File: config.mk
export PLATFORM = sky130hd
export DESIGN_NAME = midpoint_ellipse_rasterizer_flat
export DESIGN_NICKNAME = d
export VERILOG_FILES = /design/src/rtl/mer_pkg.sv /design/src/rtl/mer_req_if.sv /design/src/rtl/mer_pix_if.sv /design/src/rtl/mer_dp.sv /design/src/rtl/mer_ctrl.sv /design/src/rtl/midpoint_ellipse_rasterizer.sv /design/src/flat_wrapper.sv
export SDC_FILE = /design/constraint.sdc
export NUM_CORES = 2
export LEC_CHECK = 0
export ABC_CLOCK_PERIOD_IN_PS = 8300
export BUFFER_PORTS_ARGS = -buffer_cell sky130_fd_sc_hd__buf_2
export CAP_MARGIN = 20
export CORE_MARGIN = 2
export CORE_UTILIZATION = 24
export DETAILED_ROUTE_END_ITERATION = 8
export PLACE_DENSITY_LB_ADDON = 0.12
export REMOVE_ABC_BUFFERS = 1
export SYNTH_ARGS = -nofsm -noshare
export SYNTH_HDL_FRONTEND = slang
export SYNTH_SLANG_ARGS = --single-unit
File: constraint.sdc
create_clock -name clk -period 8.3 [get_ports clk]
set_input_delay 0.83 -clock clk [delete_from_list [all_inputs] [get_ports clk]]
set_output_delay 0.83 -clock clk [all_outputs]
set_load 0.01 [all_outputs]
File: src/rtl/mer_pkg.sv
// Shared constants, command codes and control/status types of the ellipse rasterizer.
package mer_pkg;

  localparam int COORD_BITS_DEF = 12;
  localparam int AXIS_BITS_DEF  = 11;

  // Input item kinds.
  localparam logic MODE_START = 1'b0;
  localparam logic MODE_STEP  = 1'b1;

  // Operand pairs of the shared multiplier.
  localparam logic [1:0] MS_TT   = 2'd0;
  localparam logic [1:0] MS_A2T  = 2'd1;
  localparam logic [1:0] MS_B2T  = 2'd2;
  localparam logic [1:0] MS_A2B2 = 2'd3;

  // Loads of the operand register t.
  localparam logic [3:0] T_HOLD = 4'd0;
  localparam logic [3:0] T_AXIS = 4'd1;
  localparam logic [3:0] T_Y    = 4'd2;
  localparam logic [3:0] T_X    = 4'd3;
  localparam logic [3:0] T_PX   = 4'd4;
  localparam logic [3:0] T_YM1  = 4'd5;
  localparam logic [3:0] T_P    = 4'd6;
  localparam logic [3:0] T_2X3  = 4'd7;
  localparam logic [3:0] T_2Y2  = 4'd8;
  localparam logic [3:0] T_2Y   = 4'd9;
  localparam logic [3:0] T_2X2  = 4'd10;

  // Updates of the decision register.
  localparam logic [2:0] DO_NONE = 3'd0;
  localparam logic [2:0] DO_INIT = 3'd1;
  localparam logic [2:0] DO_LOAD = 3'd2;
  localparam logic [2:0] DO_ADD  = 3'd3;
  localparam logic [2:0] DO_SUB  = 3'd4;
  localparam logic [2:0] DO_SUB3 = 3'd5;

  typedef struct packed {
    logic       start;
    logic       a2_load;
    logic       b2_load;
    logic       save_load;
    logic       mul_en;
    logic [1:0] mul_sel;
    logic [3:0] t_sel;
    logic [2:0] dec_op;
    logic       x_inc;
    logic       y_dec;
    logic [1:0] beat;
  } mer_cmd_t;

  typedef struct packed {
    logic dec_neg;
    logic dec_pos;
    logic cmp_gt;
    logic y_zero;
  } mer_sts_t;

endpackage

File: src/rtl/mer_req_if.sv
// Input channel carrying start and step items.
interface mer_req_if import mer_pkg::*; #(
  parameter int COORD_BITS = COORD_BITS_DEF,
  parameter int AXIS_BITS  = AXIS_BITS_DEF
);
  logic                  valid;
  logic                  ready;
  logic                  mode;
  logic [COORD_BITS-1:0] center_x;
  logic [COORD_BITS-1:0] center_y;
  logic [AXIS_BITS-1:0]  axis_a;
  logic [AXIS_BITS-1:0]  axis_b;

  modport source (output valid, mode, center_x, center_y, axis_a, axis_b, input ready);
  modport sink (input valid, mode, center_x, center_y, axis_a, axis_b, output ready);
endinterface

File: src/rtl/mer_pix_if.sv
// Output channel carrying one plotted pixel per beat.
interface mer_pix_if import mer_pkg::*; #(
  parameter int COORD_BITS = COORD_BITS_DEF
);
  logic                           valid;
  logic                           ready;
  logic signed [COORD_BITS+1:0]   pixel_x;
  logic signed [COORD_BITS+1:0]   pixel_y;
  logic                           last;

  modport source (output valid, pixel_x, pixel_y, last, input ready);
  modport sink (input valid, pixel_x, pixel_y, last, output ready);
endinterface

File: src/rtl/mer_dp.sv
// Datapath: point, axis squares, decision, one shared multiplier and pixel generation.
module mer_dp import mer_pkg::*; #(
  parameter int COORD_BITS = COORD_BITS_DEF,
  parameter int AXIS_BITS  = AXIS_BITS_DEF
) (
  input  logic                         clk,
  input  logic [COORD_BITS-1:0]        center_x,
  input  logic [COORD_BITS-1:0]        center_y,
  input  logic [AXIS_BITS-1:0]         axis_a,
  input  logic [AXIS_BITS-1:0]         axis_b,
  input  mer_cmd_t                     cmd,
  output mer_sts_t                     sts,
  output logic signed [COORD_BITS+1:0] pixel_x,
  output logic signed [COORD_BITS+1:0] pixel_y
);

  localparam int X_W   = AXIS_BITS + 1;
  localparam int Y_W   = AXIS_BITS + 2;
  localparam int SQ_W  = 2 * AXIS_BITS;
  localparam int MW    = 2 * AXIS_BITS + 2;
  localparam int DEC_W = 4 * AXIS_BITS - 4;
  localparam int PW    = COORD_BITS + 2;

  logic [COORD_BITS-1:0] cx;
  logic [COORD_BITS-1:0] cy;
  logic [X_W-1:0]        x;
  logic [Y_W-1:0]        y;
  logic [SQ_W-1:0]       a2;
  logic [SQ_W-1:0]       b2;
  logic [MW-1:0]         t;
  logic [MW-1:0]         t_next;
  logic [DEC_W-1:0]      prod;
  logic [DEC_W-1:0]      saved;
  logic [DEC_W-1:0]      dec;
  logic [DEC_W-1:0]      dec_next;
  logic [MW-1:0]         mul_a;
  logic [MW-1:0]         mul_b;
  logic [2*MW-1:0]       full_prod;
  logic [PW-1:0]         cxo;
  logic [PW-1:0]         cyo;
  logic [PW-1:0]         xo;
  logic [PW-1:0]         yo;

  // Operand register loads.
  always_comb begin
    unique case (cmd.t_sel)
      T_AXIS:  t_next = MW'(axis_a);
      T_Y:     t_next = MW'(y);
      T_X:     t_next = MW'(x);
      T_PX:    t_next = prod[MW-1:0] + MW'(x);
      T_YM1:   t_next = (y == '0) ? MW'(1) : MW'(y) - MW'(1);
      T_P:     t_next = prod[MW-1:0];
      T_2X3:   t_next = (MW'(x) << 1) + MW'(3);
      T_2Y2:   t_next = (MW'(y) << 1) - MW'(2);
      T_2Y:    t_next = MW'(y) << 1;
      T_2X2:   t_next = (MW'(x) << 1) + MW'(2);
      default: t_next = t;
    endcase
  end

  always_comb begin
    unique case (cmd.mul_sel)
      MS_TT: begin
        mul_a = t;
        mul_b = t;
      end
      MS_A2T: begin
        mul_a = MW'(a2);
        mul_b = t;
      end
      MS_B2T: begin
        mul_a = MW'(b2);
        mul_b = t;
      end
      default: begin
        mul_a = MW'(a2);
        mul_b = MW'(b2);
      end
    endcase
  end

  assign full_prod = mul_a * mul_b;

  // The decision wraps in DEC_W bits, so every sum is taken modulo that width.
  always_comb begin
    unique case (cmd.dec_op)
      DO_INIT: dec_next = DEC_W'(b2) - prod + DEC_W'(a2 >> 2);
      DO_LOAD: dec_next = prod + DEC_W'(b2 >> 2);
      DO_ADD:  dec_next = dec + prod;
      DO_SUB:  dec_next = dec - prod;
      DO_SUB3: dec_next = dec - prod + (DEC_W'(a2) << 1) + DEC_W'(a2);
      default: dec_next = dec;
    endcase
  end

  always_ff @(posedge clk) begin
    t   <= t_next;
    dec <= dec_next;
    if (cmd.mul_en) begin
      prod <= full_prod[DEC_W-1:0];
    end
    if (cmd.save_load) begin
      saved <= prod;
    end
    if (cmd.a2_load) begin
      a2 <= prod[SQ_W-1:0];
    end
    if (cmd.b2_load) begin
      b2 <= prod[SQ_W-1:0];
    end
    if (cmd.start) begin
      cx <= center_x;
      cy <= center_y;
      x  <= '0;
      y  <= Y_W'(axis_b);
    end else begin
      if (cmd.x_inc) begin
        x <= x + X_W'(1);
      end
      if (cmd.y_dec) begin
        y <= y - Y_W'(1);
      end
    end
  end

  assign sts.dec_neg = dec[DEC_W-1];
  assign sts.dec_pos = !dec[DEC_W-1] && (dec != '0);
  assign sts.cmp_gt  = saved > prod;
  assign sts.y_zero  = (y == '0);

  // The offset is never negative while a pixel is shown.
  assign cxo = PW'(cx);
  assign cyo = PW'(cy);
  assign xo  = PW'(x);
  assign yo  = PW'(y);

  always_comb begin
    unique case (cmd.beat)
      2'd0: begin
        pixel_x = cxo + xo;
        pixel_y = cyo - yo;
      end
      2'd1: begin
        pixel_x = cxo - xo;
        pixel_y = cyo - yo;
      end
      2'd2: begin
        pixel_x = cxo + xo;
        pixel_y = cyo + yo;
      end
      default: begin
        pixel_x = cxo - xo;
        pixel_y = cyo + yo;
      end
    endcase
  end

endmodule

File: src/rtl/mer_ctrl.sv
// Controller: sequences the multiplier steps of each item and the four pixel beats of each step item.
module mer_ctrl import mer_pkg::*; (
  input  logic     clk,
  input  logic     rst,
  input  logic     req_valid,
  input  logic     req_mode,
  input  logic     pix_ready,
  input  mer_sts_t sts,
  output mer_cmd_t cmd,
  output logic     req_ready,
  output logic     pix_valid,
  output logic     pix_last
);

  localparam logic [1:0] PH_IDLE = 2'd0;
  localparam logic [1:0] PH_R1   = 2'd1;
  localparam logic [1:0] PH_R2   = 2'd2;
  localparam logic [1:0] PH_DONE = 2'd3;

  localparam logic [1:0] LAST_BEAT = 2'd3;

  localparam logic [4:0] S_WAIT = 5'd0;
  localparam logic [4:0] S_ST0  = 5'd1;
  localparam logic [4:0] S_ST1  = 5'd2;
  localparam logic [4:0] S_ST2  = 5'd3;
  localparam logic [4:0] S_ST3  = 5'd4;
  localparam logic [4:0] S_ST4  = 5'd5;
  localparam logic [4:0] S_R1_0 = 5'd6;
  localparam logic [4:0] S_R1_1 = 5'd7;
  localparam logic [4:0] S_R1_2 = 5'd8;
  localparam logic [4:0] S_R1_3 = 5'd9;
  localparam logic [4:0] S_X1   = 5'd10;
  localparam logic [4:0] S_X2   = 5'd11;
  localparam logic [4:0] S_X3   = 5'd12;
  localparam logic [4:0] S_X4   = 5'd13;
  localparam logic [4:0] S_X5   = 5'd14;
  localparam logic [4:0] S_X6   = 5'd15;
  localparam logic [4:0] S_X7   = 5'd16;
  localparam logic [4:0] S_X8   = 5'd17;
  localparam logic [4:0] S_EMIT = 5'd18;
  localparam logic [4:0] S_U1_0 = 5'd19;
  localparam logic [4:0] S_U1_1 = 5'd20;
  localparam logic [4:0] S_U1_2 = 5'd21;
  localparam logic [4:0] S_U1_3 = 5'd22;
  localparam logic [4:0] S_U2_0 = 5'd23;
  localparam logic [4:0] S_U2_1 = 5'd24;
  localparam logic [4:0] S_U2_2 = 5'd25;
  localparam logic [4:0] S_U2_3 = 5'd26;

  logic [4:0] state;
  logic [4:0] state_next;
  logic [1:0] phase;
  logic [1:0] phase_next;
  logic [1:0] beat;
  logic [1:0] beat_next;

  always_ff @(posedge clk) begin
    if (rst) begin
      state <= S_WAIT;
      phase <= PH_IDLE;
      beat  <= '0;
    end else begin
      state <= state_next;
      phase <= phase_next;
      beat  <= beat_next;
    end
  end

  always_comb begin
    state_next = state;
    phase_next = phase;
    beat_next  = beat;
    cmd        = '0;
    cmd.beat   = beat;
    req_ready  = 1'b0;
    pix_valid  = 1'b0;
    pix_last   = 1'b0;
    unique case (state)
      S_WAIT: begin
        req_ready = 1'b1;
        if (req_valid) begin
          if (req_mode == MODE_START) begin
            cmd.start  = 1'b1;
            cmd.t_sel  = T_AXIS;
            phase_next = PH_R1;
            state_next = S_ST0;
          end else if (phase == PH_R1) begin
            state_next = S_R1_0;
          end else if (phase == PH_R2) begin
            state_next = S_EMIT;
          end
        end
      end
      // Start: a*a, b*b, then the region-1 decision.
      S_ST0: begin
        cmd.mul_en  = 1'b1;
        cmd.mul_sel = MS_TT;
        state_next  = S_ST1;
      end
      S_ST1: begin
        cmd.a2_load = 1'b1;
        cmd.t_sel   = T_Y;
        state_next  = S_ST2;
      end
      S_ST2: begin
        cmd.mul_en  = 1'b1;
        cmd.mul_sel = MS_TT;
        state_next  = S_ST3;
      end
      S_ST3: begin
        cmd.b2_load = 1'b1;
        cmd.mul_en  = 1'b1;
        cmd.mul_sel = MS_A2T;
        state_next  = S_ST4;
      end
      S_ST4: begin
        cmd.dec_op = DO_INIT;
        state_next = S_WAIT;
      end
      // Region-1 test: a2*y against b2*x.
      S_R1_0: begin
        cmd.t_sel  = T_Y;
        state_next = S_R1_1;
      end
      S_R1_1: begin
        cmd.mul_en  = 1'b1;
        cmd.mul_sel = MS_A2T;
        cmd.t_sel   = T_X;
        state_next  = S_R1_2;
      end
      S_R1_2: begin
        cmd.save_load = 1'b1;
        cmd.mul_en    = 1'b1;
        cmd.mul_sel   = MS_B2T;
        state_next    = S_R1_3;
      end
      S_R1_3: begin
        if (sts.cmp_gt) begin
          state_next = S_EMIT;
        end else begin
          cmd.mul_en  = 1'b1;
          cmd.mul_sel = MS_TT;
          state_next  = S_X1;
        end
      end
      // Region-2 entry decision, built term by term.
      S_X1: begin
        cmd.t_sel  = T_PX;
        state_next = S_X2;
      end
      S_X2: begin
        cmd.mul_en  = 1'b1;
        cmd.mul_sel = MS_B2T;
        state_next  = S_X3;
      end
      S_X3: begin
        cmd.dec_op = DO_LOAD;
        cmd.t_sel  = T_YM1;
        state_next = S_X4;
      end
      S_X4: begin
        cmd.mul_en  = 1'b1;
        cmd.mul_sel = MS_TT;
        state_next  = S_X5;
      end
      S_X5: begin
        cmd.t_sel  = T_P;
        state_next = S_X6;
      end
      S_X6: begin
        cmd.mul_en  = 1'b1;
        cmd.mul_sel = MS_A2T;
        state_next  = S_X7;
      end
      S_X7: begin
        cmd.dec_op  = DO_ADD;
        cmd.mul_en  = 1'b1;
        cmd.mul_sel = MS_A2B2;
        state_next  = S_X8;
      end
      S_X8: begin
        cmd.dec_op = DO_SUB;
        phase_next = PH_R2;
        state_next = S_EMIT;
      end
      S_EMIT: begin
        pix_valid = 1'b1;
        pix_last  = (phase == PH_R2) && (beat == LAST_BEAT) && sts.y_zero;
        if (pix_ready) begin
          beat_next = beat + 2'd1;
          if (beat == LAST_BEAT) begin
            state_next = (phase == PH_R2) ? S_U2_0 : S_U1_0;
          end
        end
      end
      // Region-1 advance.
      S_U1_0: begin
        cmd.t_sel  = T_2X3;
        state_next = S_U1_1;
      end
      S_U1_1: begin
        cmd.mul_en  = 1'b1;
        cmd.mul_sel = MS_B2T;
        cmd.t_sel   = T_2Y2;
        state_next  = S_U1_2;
      end
      S_U1_2: begin
        cmd.dec_op = DO_ADD;
        if (sts.dec_neg) begin
          cmd.x_inc  = 1'b1;
          state_next = S_WAIT;
        end else begin
          cmd.mul_en  = 1'b1;
          cmd.mul_sel = MS_A2T;
          state_next  = S_U1_3;
        end
      end
      S_U1_3: begin
        cmd.dec_op = DO_SUB;
        cmd.x_inc  = 1'b1;
        cmd.y_dec  = 1'b1;
        state_next = S_WAIT;
      end
      // Region-2 advance.
      S_U2_0: begin
        cmd.t_sel  = T_2Y;
        state_next = S_U2_1;
      end
      S_U2_1: begin
        cmd.mul_en  = 1'b1;
        cmd.mul_sel = MS_A2T;
        cmd.t_sel   = T_2X2;
        state_next  = S_U2_2;
      end
      S_U2_2: begin
        cmd.dec_op = DO_SUB3;
        if (sts.dec_pos) begin
          cmd.y_dec = 1'b1;
          if (sts.y_zero) begin
            phase_next = PH_DONE;
          end
          state_next = S_WAIT;
        end else begin
          cmd.mul_en  = 1'b1;
          cmd.mul_sel = MS_B2T;
          state_next  = S_U2_3;
        end
      end
      S_U2_3: begin
        cmd.dec_op = DO_ADD;
        cmd.x_inc  = 1'b1;
        cmd.y_dec  = 1'b1;
        if (sts.y_zero) begin
          phase_next = PH_DONE;
        end
        state_next = S_WAIT;
      end
      default: begin
        state_next = S_WAIT;
      end
    endcase
  end

endmodule

File: src/rtl/midpoint_ellipse_rasterizer.sv
// Top level of the midpoint ellipse rasterizer: controller plus datapath.
//
//   Channel   Role    Beat contents
//   req       sink    mode, center_x, center_y, axis_a, axis_b
//   pix       source  pixel_x, pixel_y, last (four beats per step item)
//
// A start item gives no pixels.
// Each step item is worked through the one shared multiplier, used once per cycle
// with its product registered, around four pixel beats; the step that enters
// region 2 also builds the region-2 decision term by term.
// Reset is synchronous and returns the block to idle, where steps are ignored.
// A stalled pix beat holds its payload; no item is taken until all four beats
// of the current step have gone and the point has been advanced.
module midpoint_ellipse_rasterizer import mer_pkg::*; #(
  parameter int COORD_BITS = COORD_BITS_DEF,
  parameter int AXIS_BITS  = AXIS_BITS_DEF
) (
  input logic       clk,
  input logic       rst,
  mer_req_if.sink   req,
  mer_pix_if.source pix
);

  mer_cmd_t cmd;
  mer_sts_t sts;

  // The controller owns both handshakes; the datapath only sees command bits.
  mer_ctrl u_ctrl (
    .clk       (clk),
    .rst       (rst),
    .req_valid (req.valid),
    .req_mode  (req.mode),
    .pix_ready (pix.ready),
    .sts       (sts),
    .cmd       (cmd),
    .req_ready (req.ready),
    .pix_valid (pix.valid),
    .pix_last  (pix.last)
  );

  // Pixel payload is formed from registers only, so it stays put under stall.
  mer_dp #(
    .COORD_BITS (COORD_BITS),
    .AXIS_BITS  (AXIS_BITS)
  ) u_dp (
    .clk      (clk),
    .center_x (req.center_x),
    .center_y (req.center_y),
    .axis_a   (req.axis_a),
    .axis_b   (req.axis_b),
    .cmd      (cmd),
    .sts      (sts),
    .pixel_x  (pix.pixel_x),
    .pixel_y  (pix.pixel_y)
  );

endmodule

File: src/flat_wrapper.sv
// flat-port wrapper written by rule: the top's interface ports become plain ports
module midpoint_ellipse_rasterizer_flat import mer_pkg::*;
#(
  parameter int COORD_BITS = COORD_BITS_DEF,
  parameter int AXIS_BITS  = AXIS_BITS_DEF
)
  (clk, rst, req_valid, req_mode, req_center_x, req_center_y, req_axis_a, req_axis_b, req_ready, pix_valid, pix_pixel_x, pix_pixel_y, pix_last, pix_ready);
  mer_req_if #(.COORD_BITS(COORD_BITS), .AXIS_BITS(AXIS_BITS)) req_i ();
  mer_pix_if #(.COORD_BITS(COORD_BITS)) pix_i ();
  input logic clk;
  input logic rst;
  input wire logic [$bits(req_i.valid)-1:0] req_valid;
  input wire logic [$bits(req_i.mode)-1:0] req_mode;
  input wire logic [$bits(req_i.center_x)-1:0] req_center_x;
  input wire logic [$bits(req_i.center_y)-1:0] req_center_y;
  input wire logic [$bits(req_i.axis_a)-1:0] req_axis_a;
  input wire logic [$bits(req_i.axis_b)-1:0] req_axis_b;
  output wire logic [$bits(req_i.ready)-1:0] req_ready;
  output wire logic [$bits(pix_i.valid)-1:0] pix_valid;
  output wire logic [$bits(pix_i.pixel_x)-1:0] pix_pixel_x;
  output wire logic [$bits(pix_i.pixel_y)-1:0] pix_pixel_y;
  output wire logic [$bits(pix_i.last)-1:0] pix_last;
  input wire logic [$bits(pix_i.ready)-1:0] pix_ready;
  assign req_i.valid = req_valid;
  assign req_i.mode = req_mode;
  assign req_i.center_x = req_center_x;
  assign req_i.center_y = req_center_y;
  assign req_i.axis_a = req_axis_a;
  assign req_i.axis_b = req_axis_b;
  assign req_ready = req_i.ready;
  assign pix_valid = pix_i.valid;
  assign pix_pixel_x = pix_i.pixel_x;
  assign pix_pixel_y = pix_i.pixel_y;
  assign pix_last = pix_i.last;
  assign pix_i.ready = pix_ready;
  midpoint_ellipse_rasterizer #(.COORD_BITS(COORD_BITS), .AXIS_BITS(AXIS_BITS)) u_core (.clk(clk), .rst(rst), .req(req_i), .pix(pix_i));
endmodule
# ---- Word level (Yosys, flattened, before mapping)
# Cells that the tools add are included.
dict set report classes {
  muxes 46
  mul 1
  reduce_logical 26
  n_eq_ne 54
  n_lt_le_gt_ge 1
  add_sub_neg 19
}
# op n
set op_table {}
lappend op_table {{one-hot mux 24 bit (10 select lines)} 1}
lappend op_table {{one-hot mux 40 bit (5 select lines)} 1}
lappend op_table {{one-hot mux 5 bit (24 select lines)} 1}
lappend op_table {{adder 40 x 20 -> 40 bit} 2}
lappend op_table {{== test 5 bit, second input constant} 11}
lappend op_table {{2-to-1 mux 24 bit} 2}
lappend op_table {{one-hot mux 24 bit (2 select lines)} 1}
lappend op_table {{2-to-1 mux 5 bit} 9}
lappend op_table {{adder 40 x 22 -> 40 bit} 1}
lappend op_table {{adder 40 x 23 -> 40 bit} 1}
lappend op_table {{adder 40 bit} 1}
lappend op_table {{== test 5 x 4 -> 1 bit, second input constant} 8}
lappend op_table {{greater-than comparator 40 bit} 1}
lappend op_table {{multiplier 24 x 24 -> 40 bit} 1}
lappend op_table {{one-hot mux 4 bit (10 select lines)} 1}
lappend op_table {{nonzero test 40 bit} 1}
lappend op_table {{subtractor 22 x 40 -> 40 bit} 1}
lappend op_table {{subtractor 40 bit} 1}
lappend op_table {{adder 13 x 2 -> 14 bit, second input constant} 2}
lappend op_table {{2-to-1 mux 14 bit} 2}
lappend op_table {{adder 24 x 12 -> 24 bit} 1}
lappend op_table {{2-to-1 mux 11 bit} 2}
lappend op_table {{one-hot mux 3 bit (7 select lines)} 1}
lappend op_table {{== test 5 x 3 -> 1 bit, second input constant} 4}
lappend op_table {{other kinds (43)} 90}
dict set report word_totals {
  regBits 246
  word_cells 161
  input_bits 51
  output_inout_bits 31
}

# ---- Longest topological paths before layout
dict set report logic_depth {
  word_depth 8
  depth_mapped 38
}

# ---- By module
# A second synthesis with hierarchy kept.
dict set report hier_totals {
  cells_unflattened 4598
  hier_area_um2 39870.7
}
# module instances cells_each area_per_inst_um2 seq_area_each_um2
set modules_own_cells {}
lappend modules_own_cells {mer_dp 1 4418 38747.2 6976.7}
lappend modules_own_cells {mer_ctrl 1 180 1123.6 180.2}

# ---- Worst setup path after synthesis
# OpenSTA, ideal clock, no wires.
dict set report synth_path {
  path_type {reg-to-reg}
  startpoint {reg u_core.u_dp.dec[9]}
  endpoint {reg u_core.u_dp.prod[39], data pin}
  setup_ps 259
  path_slack_ps -222
  path_buffers 3
  required_ps 8041
  arrival_ps 8263
  synth_period_minus_slack_ps 8522
  stages_incl_launch_ff 35
  path_cell_list {edfxtp_1 -> nor4_1 -> nand4_1 -> o31ai_4 -> a21oi_2 -> buf_6 -> buf_2 -> mux2i_1 -> a21oi_1 -> clkbuf_1 -> nand2_1 -> fa_1 -> inv_1 -> fa_1 -> inv_1 -> fa_1 -> fa_1 -> inv_1 -> fa_1 -> fa_1 -> inv_1 -> fa_1 -> inv_1 -> ha_1 -> a21o_1 -> a21o_1 -> a21oi_1 -> o21ai_0 -> a221oi_1 -> a21oi_1 -> nor4b_1 -> o31a_1 -> o21ai_0 -> a21oi_1 -> xnor2_1}
}
dict set report synth_via {
  elab_chain_cells 8
  word_cells_on_any_way 11
}
# item line_no
set synth_rtl {}
lappend synth_rtl {{start: declaration} mer_dp.sv:34} ;# logic [DEC_W-1:0] dec;
lappend synth_rtl {{start signal: assignment} mer_dp.sv:98} ;# dec <= dec_next;
lappend synth_rtl {{nonzero test 40 bit (*)} mer_dp.sv:127} ;# assign sts.dec_pos = !dec[DEC_W-1] && (dec != '0);
lappend synth_rtl {{logical AND 1 bit (*)} mer_dp.sv:127}
lappend synth_rtl {{2-to-1 mux 3 bit (*)} mer_ctrl.sv:237} ;# if (sts.dec_pos) begin
lappend synth_rtl {{one-hot mux 3 bit (7 select lines) (*)} mer_ctrl.sv:78} ;# unique case (state)
lappend synth_rtl {{== test 2 bit (tied with other cells)} mer_dp.sv:62} ;# unique case (cmd.mul_sel)
lappend synth_rtl {{OR reduction 3 bit (no source line)} --}
lappend synth_rtl {{2-to-1 mux 24 bit} mer_dp.sv:62}
lappend synth_rtl {{multiplier 24 x 24 -> 40 bit (*)} mer_dp.sv:82} ;# assign full_prod = mul_a * mul_b;
lappend synth_rtl {{net u_core.u_dp.full_prod[39]} mer_dp.sv:38} ;# logic [2*MW-1:0] full_prod;
lappend synth_rtl {{end signal: assignment} mer_dp.sv:100} ;# prod <= full_prod[DEC_W-1:0];
lappend synth_rtl {{end: declaration} mer_dp.sv:32} ;# logic [DEC_W-1:0] prod;
# The timed path passes the listed nets; every way through them passes the cells marked *.
# A chain may end at the register's enable or synchronous reset.

# ---- Worst setup path after layout
dict set report layout_path {
  startpoint {reg u_core.u_dp.dec[7]}
  endpoint {reg u_core.u_dp.prod[35], data pin}
}
# The elaborated chain is that of the path after synthesis.

==> key figures <==
Drt
  • First DRT Iteration DRCs: 2,460
  • Drt pass-1 iters: 6
  • Total number of vias: 34,900
  • DRC errors left: 0
  • Post-route ant nets: 0
  • Post-DR wirelength/cell: about 23 µm
  • WL final: between 150 and 200 mm
  • Vias per Instance: roughly 4.7

Global routing
  • Largest net degree at the start of global routing: a little over 40
  • Vias in the first global route: 36,200
  • Initial antenna violation count: 10
  • GRT overflow: 0
  • GR Util All Layers: ~20%
  • First-pass GRT wire length: 253 mm

Layout
  • Area added between synthesis and finish: 22.7%
  • Layout cells sized above 1: around 17%
  • Fin nets: approximately 6,000
  • Commonest non-fill, non-tap cell in the layout: inv_1
  • Most frequent cells in the layout: inv_1, fa_1, nand2_1

Critical path
  • Top delay family on crit path: adder cells
  • Worst Path Buf+Inv: 10
  • R2R cell count: 35
  • R2R setup slack: -760 ps
  • Worst path required time: about 8600 ps
  • R2R Path Start: u_core.u_dp.dec[7]
  • Worst path slowest cell: fa_1
  • RR Endpoint: u_core.u_dp.prod[35]
  • Endpoint type of the worst setup path: register
  • Largest fanout on the critical path: 8
  • Most used cell, CP: fa_1
  • CP max stage delay: roughly 560 ps
  • Crit path kind: register to register
  • Crit path DAT: roughly 9400 ps
  • Nature of the critical path startpoint: register

Synthesis
  • Mapped Area: ~40,000 µm²
  • Post-synth ARST share: 0%
  • Synth cell types: ~110
  • Syn Inst Count: between 4,000 and 5,000
  • Syn avg cell area: 8.64 µm²
  • Register area share after synthesis: around 18%
  • #FFs+latches synth: 246
  • Post-synth EDFFs: between 200 and 250
  • Top_reg_cell synth: edfxtp_1
  • Yosys warnings: 0

Timing
  • Worst slew pin tran: approximately 1000 ps
  • Final Cycle Share: 109%
  • Max Transition Viols Final: 0
  • Final hold vios: 0
  • Final worst slack: -758 ps
  • Setup Skew: 48.9 ps
  • Final Critical Period: roughly 9000 ps
  • Slew HR: about a third
  • Fmax: between 100 and 150 MHz
  • WHS: roughly 380 ps
  • Setup violations, final: 17
  • Unrepaired setup endpoints after global routing: true

Clocking
  • Clk sinks: 246
  • H-Tree Depth: 2
  • CTS tree: done
  • Clock Path Buffers: 3
  • Hold_buf cts: 0
  • TritonCTS Buffers: 40
  • Clk_lat worst skew: 630 ps
  • Root buf cell: clkbuf_16
  • Clk slew on worst S/H paths: approximately 60 ps

Floorplan
  • Die height: slightly above 400 µm
  • I/O pin count: between 80 and 90
  • Die area: 171,000 µm²
  • Core box area: between 150,000 and 200,000 µm²
  • Rows: 150
  • Die X: 414 µm
  • Starting Density: about a quarter

Hold path
  • Hold Path Stages: 1
  • Worst Hold Class: input pin to register
  • Hold Startpoint: req_center_y[8]
  • WHS Endpoint: u_core.u_dp.cy[8]

Run
  • Max-cap violation count: 0

Place
  • IO buf count: slightly above 80
  • Gp weighted congestion: approximately 0.88
  • HPWL after DPL: 144 mm

Outcome
  • Failing checks: negative setup slack
  • Status: finished, violations left
[timing repair]
item,CTS,global route
gates cloned,0,3
resized for setup,31,176
endpoints found under the setup margin,22,23
pin swaps,11,78
buffers inserted,6,37
[how the worst max path moves through the flow]
stage | from | endpoint | slack, ps | depth (start not counted)
2_1_floorplan | u_core.u_ctrl.state[4] | u_core.u_dp.prod[39] | -3260 | 30
3_3_place_gp | u_core.u_dp.dec[30] | u_core.u_dp.prod[39] | -1980 | 35
3_5_place_dp | u_core.u_dp.dec[30] | u_core.u_dp.prod[39] | -1630 | 35
4_1_cts | u_core.u_dp.dec[20] | u_core.u_dp.prod[39] | -730 | 36
5_1_grt | u_core.u_dp.dec[20] | u_core.u_dp.prod[35] | -1010 | 37
6_report | u_core.u_dp.dec[7] | u_core.u_dp.prod[35] | -760 | 35
[worst register-to-register path, delay by kind of cell (launching register included)]
family | cells | cell delay (ps)
mux | 2 | 500
flops | 1 | 400
xor+xnor | 1 | 130
compound gates | 5 | 1120
buf+inv | 10 | 1240
simple gates | 9 | 1490
fa+ha+maj | 8 | 3870
[area by class of cell]
| type | instances | area (µm²) |
|---|---|---|
| fill | 17900 | 118000 |
| multi-input combinational | 3469 | 30300 |
| sequential | 246 | 7160 |
| timing repair buffer | 604 | 5000 |
| inverter | 769 | 2890 |
| tap | 2204 | 2760 |
| clock buffer | 48 | 1030 |
| clock inverter | 23 | 297 |
| antenna | 1 | 2.50 |
[synth_stat cells (14+ instances only)]
cell,n,area [µm²]
and3_1,45,282
nor2_1,496,1860
o221ai_1,14,123
buf_2,25,125
nand4_1,33,206
buf_1,14,52.6
xnor2_1,182,1590
o21ai_0,175,876
a21o_1,115,863
dfxtp_1,23,460
edfxtp_1,223,6700
a31oi_1,22,138
a211oi_1,23,173
o22ai_1,25,156
nor2b_1,51,319
mux2i_1,31,310
o211ai_1,18,135
o21a_1,26,195
nor3_1,49,245
nand3_1,65,325
nor4_1,23,144
inv_1,768,2880
ha_1,354,4430
clkbuf_1,138,518
o21ai_1,18,90.1
xor2_1,73,639
a21oi_1,282,1410
nand2_1,486,1820
a22oi_1,26,195
nand2b_1,47,294
a221oi_1,14,123
and2_1,24,150
o21bai_1,36,270
fa_1,504,10100
[cell families after synthesis]
group	Yosys count	share of synthesized area, %
muxes	41	1.15
DFF	246	17.8
buffers and inverters	952	9.00
and+or+nand+nor	1384	15.4
AOI/OAI and AO/OA	930	15.1
adders and majority gates	858	36.0
xor gates and xnor gates	256	5.58
[through the flow]
step / instance area, µm² / setup slack [ps] / std cells / util (%) / TNS [ps]
floorplan: 39600 / -3260 / 4484 / - / -74750
finish: 49500 / -758 / 7364 / 29.6 / -6660
global placement: 46800 / -1980 / 7246 / 28.0 / -19510
detailed placement: 46800 / -1630 / 7247 / 28.0 / -17430
global route: 49400 / -1010 / 7363 / 29.6 / -11770
CTS: 48300 / -734 / 7324 / 28.9 / -6840
[flip-flops by register name, indices dropped and copies added, names as in the netlist]
signal               cells
u_core.u_dp.dec         40
u_core.u_dp.prod        40
u_core.u_dp.saved       40
u_core.u_dp.t           24
u_core.u_dp.a2          22
u_core.u_dp.b2          22
u_core.u_dp.y           13
u_core.u_dp.cx          12
u_core.u_dp.cy          12
u_core.u_dp.x           12
u_core.u_ctrl.state      5
u_core.u_ctrl.beat       2
u_core.u_ctrl.phase      2
[per-layer routing]
metal | wire length (µm) | GRT usage, % | vias up
li1 | - | - | 16400
met1 | 84700 | 29.6 | 17700
met2 | 76400 | 31.6 | 732
met3 | 8160 | 2.58 | 119
met4 | 3060 | 3.58 | 0
met5 | 0 | 0 | -
Power is not shown: default switching activity piles up to over one toggle a cycle in this logic, so the estimate is an artifact.
